### src/rtl/pvs_pkg.sv
package pvs_pkg;

	// Sizes of the vertex store
	localparam int MAX_VERTICES = 1024;
	localparam int COORD_BITS   = 16;
	localparam int IDX_W        = $clog2(MAX_VERTICES);
	localparam int CNT_W        = $clog2(MAX_VERTICES + 1);
	localparam int DIFF_W       = COORD_BITS + 1;
	localparam int PROD_W       = 2 * DIFF_W;

	// Request codes on s_axis_tuser; the top three are no-ops
	typedef enum logic [2:0] {
		REQ_PUSH   = 3'd0,
		REQ_POP    = 3'd1,
		REQ_SET    = 3'd2,
		REQ_POINT  = 3'd3,
		REQ_HANDLE = 3'd4,
		REQ_RSV5   = 3'd5,
		REQ_RSV6   = 3'd6,
		REQ_RSV7   = 3'd7
	} req_t;

	typedef logic signed [COORD_BITS-1:0] coord_t;
	typedef logic signed [DIFF_W-1:0]     diff_t;
	typedef logic signed [PROD_W-1:0]     prod_t;

	// One stored vertex, x in the low half
	typedef struct packed {
		coord_t y;
		coord_t x;
	} vtx_t;

	// One edge handed to the crossing unit: vertex i and its predecessor j
	typedef struct packed {
		logic   vld;
		coord_t xi;
		coord_t yi;
		coord_t xj;
		coord_t yj;
	} edge_req_t;

	// Crossing unit status
	typedef struct packed {
		logic busy;
		logic in_poly;
	} edge_sts_t;

	function automatic diff_t ext(input coord_t v);
		ext = diff_t'(v);
	endfunction

endpackage

### src/rtl/pvs_edge_unit.sv
module pvs_edge_unit (
	input  logic                clk,
	input  logic                arst_n,
	input  logic                clr,
	input  pvs_pkg::coord_t     px,
	input  pvs_pkg::coord_t     py,
	input  pvs_pkg::edge_req_t  req,
	output pvs_pkg::edge_sts_t  sts
);
	import pvs_pkg::*;

	logic  v_s1, v_s2;
	logic  in_range_s1, in_range_s2;
	logic  dpos_s1, dpos_s2;
	diff_t dy_s1, dxp_s1, dpy_s1, d_s1;
	prod_t lhs_s2, rhs_s2;
	logic  tot_q, above_q;
	logic  in_range, up;

	// x strictly between the edge's end points
	always_comb begin
		if (req.xi < req.xj) begin
			in_range = (req.xi < px) && (req.xj > px);
		end else begin
			in_range = (req.xj < px) && (req.xi > px);
		end
	end

	// stage 1: differences
	always_ff @(posedge clk) begin
		in_range_s1 <= in_range;
		dpos_s1     <= req.xi > req.xj;
		dy_s1       <= ext(req.yi) - ext(req.yj);
		dxp_s1      <= ext(px) - ext(req.xj);
		dpy_s1      <= ext(py) - ext(req.yj);
		d_s1        <= ext(req.xi) - ext(req.xj);
	end

	// stage 2: cross products
	always_ff @(posedge clk) begin
		in_range_s2 <= in_range_s1;
		dpos_s2     <= dpos_s1;
		lhs_s2      <= dy_s1 * dxp_s1;
		rhs_s2      <= dpy_s1 * d_s1;
	end

	always_ff @(posedge clk or negedge arst_n) begin
		if (!arst_n) begin
			v_s1 <= 1'b0;
			v_s2 <= 1'b0;
		end else begin
			v_s1 <= req.vld;
			v_s2 <= v_s1;
		end
	end

	// edge y above the point, sign of dx folded in
	assign up = dpos_s2 ? (lhs_s2 > rhs_s2) : (lhs_s2 < rhs_s2);

	// parity of total and above crossings
	always_ff @(posedge clk or negedge arst_n) begin
		if (!arst_n) begin
			tot_q   <= 1'b0;
			above_q <= 1'b0;
		end else if (clr) begin
			tot_q   <= 1'b0;
			above_q <= 1'b0;
		end else if (v_s2 && in_range_s2) begin
			tot_q   <= ~tot_q;
			above_q <= above_q ^ up;
		end
	end

	assign sts.busy    = v_s1 | v_s2;
	assign sts.in_poly = tot_q | above_q;

endmodule

### config.mk
export PLATFORM = sky130hd
export DESIGN_NAME = pvs_edge_unit
export DESIGN_NICKNAME = d
export VERILOG_FILES = /design/src/rtl/pvs_pkg.sv /design/src/rtl/pvs_edge_unit.sv
export SDC_FILE = /design/constraint.sdc
export NUM_CORES = 2
export LEC_CHECK = 0
export ABC_AREA = 1
export BUFFER_PORTS_ARGS = -buffer_cell sky130_fd_sc_hd__buf_4
export CORE_ASPECT_RATIO = 0.9
export CORE_MARGIN = 3
export CORE_UTILIZATION = 30
export CTS_BUF_LIST = sky130_fd_sc_hd__clkbuf_8
export CTS_CLUSTER_DIAMETER = 120
export DETAILED_ROUTE_END_ITERATION = 10
export MAX_ROUTING_LAYER = met4
export SLEW_MARGIN = 30
export SYNTH_ARGS = -nofsm -noshare
export SYNTH_HDL_FRONTEND = slang
export SYNTH_SLANG_ARGS = --single-unit
### constraint.sdc
create_clock -name clk -period 5.9 [get_ports clk]
set_input_delay 0.295 -clock clk [delete_from_list [all_inputs] [get_ports clk]]
set_output_delay 0.295 -clock clk [all_outputs]
set_load 0.01 [all_outputs]
==> results.yml <==
status:
  status: "finished clean"
sta:
  finalCriticalPeriod_ns: 5.71
  setup_ws_ns: 0.195
  finalCritPeriodShare_pct: 96.7
  fin_hold_ws_ns: 0.0818
  setup_violations: 0
  rsz0062_at_grt: "yes"
  final_max_slew_viol_count: 0
  hold_violations: 0
  fmax_mhz: 175
  worstMarginPinSlew_ns: 0.640
  skew_ns: 0.0351
  slew_headroom_pct: 57.3
floorplan:
  rows: 109
  die_w_um: 339
  io_pins: 102
  core_area_um2: 98700
  floorplan.initialDensity_pct: 30.4
  die_h_um: 306
  design.die.area_um2: 104000
worst_setup_path:
  worstPathArrival_ns: 6.16
  required_ns: 6.35
  crit_path_start_kind: "flop"
  cp-end-kind: "flop"
  worst-setup-path-type: "reg2reg"
  crit_fanout: 17
logic_synthesis:
  synth-async-reset-ratio_pct: 2.78
  synthesis.nets: 4692
  ys_ff_latch: 144
  netlist.area_leader.share_pct: 39.7
  synth_edf_count: 0
  syn_inst: 3710
  yosysSeqAreaShare_pct: 9.67
  ys_warn_count: 0
  yosys.cell_types.count: 52
  netlist_area_um2: 30000
  netlist.top_cell.by_area: "fa_1"
  post-synth-top-count-cell: "inv_1"
  synth_flop_cell: "dfxtp_1"
  syn_avg_cell_area_um2: 8.09
  netlist_top_cells_area: "fa_1 40%, inv_1 14%, ha_1 12%, nand2_1 10%, dfxtp_1 9.3%"
  synth_common_cells: "1,094 x inv_1, 823 x nand2_1, 596 x fa_1"
clock_network:
  clock_latency_ns: 0.54
  cts_buffer_depth: 2
  cts-root-buf: "clkbuf_8"
  cts_sinks: 144
  numCtsBuffers: 17
  h-tree-depth: 4
  clk_pin_slew_worst_paths_ns: 0.12
  cts_tree: "built"
run:
  drv_cap: 0
global_route:
  grt_pass1_wl_um: 132000
  grt_use_total_pct: 16.5
  grt_overflow: 0
  antenna_found_initial: 7
  grt_pass1_vias: 24400
  grt_max_degree: 18
cells_and_area:
  fin_cells: 5195
  drive_gt1_share_pct: 8.90
  nets: 4825
  areaGrowthSynthToFinish_pct: 12.1
  fin_area_um2: 33700
route:
  drt_first_pass_iters: 5
  finalWirelength_um: 80100
  drt_iter0_markers: 1373
  vias: 22900
  viasPerCell: 4.40
  drcViolationCount: 0
  ant_nets: 0
  wire_per_inst_um: 15.4
hold_path:
  min_path_type: "in2reg"
placed_design:
  place_inst: 5153
  placed_area_um2: 33200
  dp.final_hpwl_um: 70900
  port_buffers: 101
  gp_routability_congestion: 0.938
  dp_slack_ns: 0.141
## area by class of cell
cell class / instances / area [um2]
Clock inverter: 14 / 136
Timing Repair Buffer: 251 / 2040
Tap cell: 1332 / 1670
Multi-Input combinational cell: 2335 / 22500
Clock buffer: 18 / 248
Inverter: 1094 / 4110
Fill cell: 10400 / 65100
Antenna cell: 7 / 17.5
Sequential cell: 144 / 2910
## state kept, by name, summed over array words and instances (netlist names)
signal / flops
dpos_s2: 1
dy_s1: 17
dpy_s1: 17
dxp_s1: 17
dpos_s1: 1
tot_q: 1
lhs_s2: 34
rhs_s2: 34
in_range_s1: 1
above_q: 1
in_range_s2: 1
d_s1: 17
v_s2: 1
v_s1: 1
## logic make-up after synthesis
family	share of synthesized area, %
AO/OA/AOI/OAI	5.47
XOR/XNOR	3.82
flip-flops	9.67
adder cells (fa/ha/maj)	51.7
buffers and inverters	15.4
AND/OR/NAND/NOR	14.0
## layer usage
layer  routed length [um]  GRT usage (%)
met3                 5310           2.73
met4                 1330           3.51
met5                    0              -
met1                36800           22.4
met2                36700           26.1
## worst paths after layout
kind | slack [ns] | depth (start not counted) | from | end
worst max-delay path | 0.19 | 20 | dpy_s1[16] | rhs_s2[31]
worst min-delay path | 0.08 | 3 | req[0] | dpy_s1[0]
worst max register to register | 0.19 | 20 | dpy_s1[16] | rhs_s2[31]
worst min register to register | 0.33 | 0 | dpos_s1 | dpos_s2
max in group asynchronous | 5.71 | 2 | arst_n | above_q
min in group asynchronous | 0.09 | 2 | arst_n | v_s2
## worst max-delay path, stage by stage (launching register included)
cell and delay [ns]:
dfxtp_1 0.34, buf_12 0.15, nand2_1 0.08, inv_1 0.08, fa_2 0.62, buf_4 0.16
fa_1 0.47, fa_1 0.52, fa_1 0.51, fa_1 0.49, inv_1 0.05, fa_1 0.47
inv_1 0.05, ha_1 0.35, nand2_1 0.17, nor4_4 0.35, nand4_1 0.16, nand3_2 0.16
nand3_1 0.11, o211ai_2 0.08, xor2_1 0.21
## cells in the final DEF, fill, tap and decap left out, types with 4 or more instances in the layout
cell type	n
buf_12	11
o21ai_1	6
clkbuf_8	18
nand2_2	7
fa_1	593
buf_4	235
inv_6	7
a21o_1	17
nand3_2	4
o21ai_2	11
ha_1	285
inv_8	4
o21a_1	6
nand2_1	822
a21oi_1	124
inv_1	1094
nand4_1	20
o21bai_1	9
dfrtp_1	4
or2_2	9
dfxtp_2	9
diode_2	7
a21oi_2	7
nor2_1	118
o21ai_0	47
xor2_1	82
a31oi_1	10
nor3_1	14
xnor2_1	49
dfxtp_1	131
a221oi_1	7
nand3_1	44
## stage by stage
stage,TNS (ns),utilization (%)
floorplan,0,-
global placement,0,33.6
detailed placement,0,33.6
CTS,0,34.0
global route,-0.0222,34.1
finish,0,34.1
## what timing repair did
| action | CTS | global route |
|---|---|---|
| endpoints found under the hold margin | 7 | 0 |
| hold buffers | 3 | 0 |
| endpoints found under the setup margin | 0 | 14 |
| resized for setup | 0 | 19 |
| setup buffers | 0 | 0 |
Power is left out: the tool's default activity adds up to more than one toggle a clock period on the data nets, which glitch-free logic cannot reach.
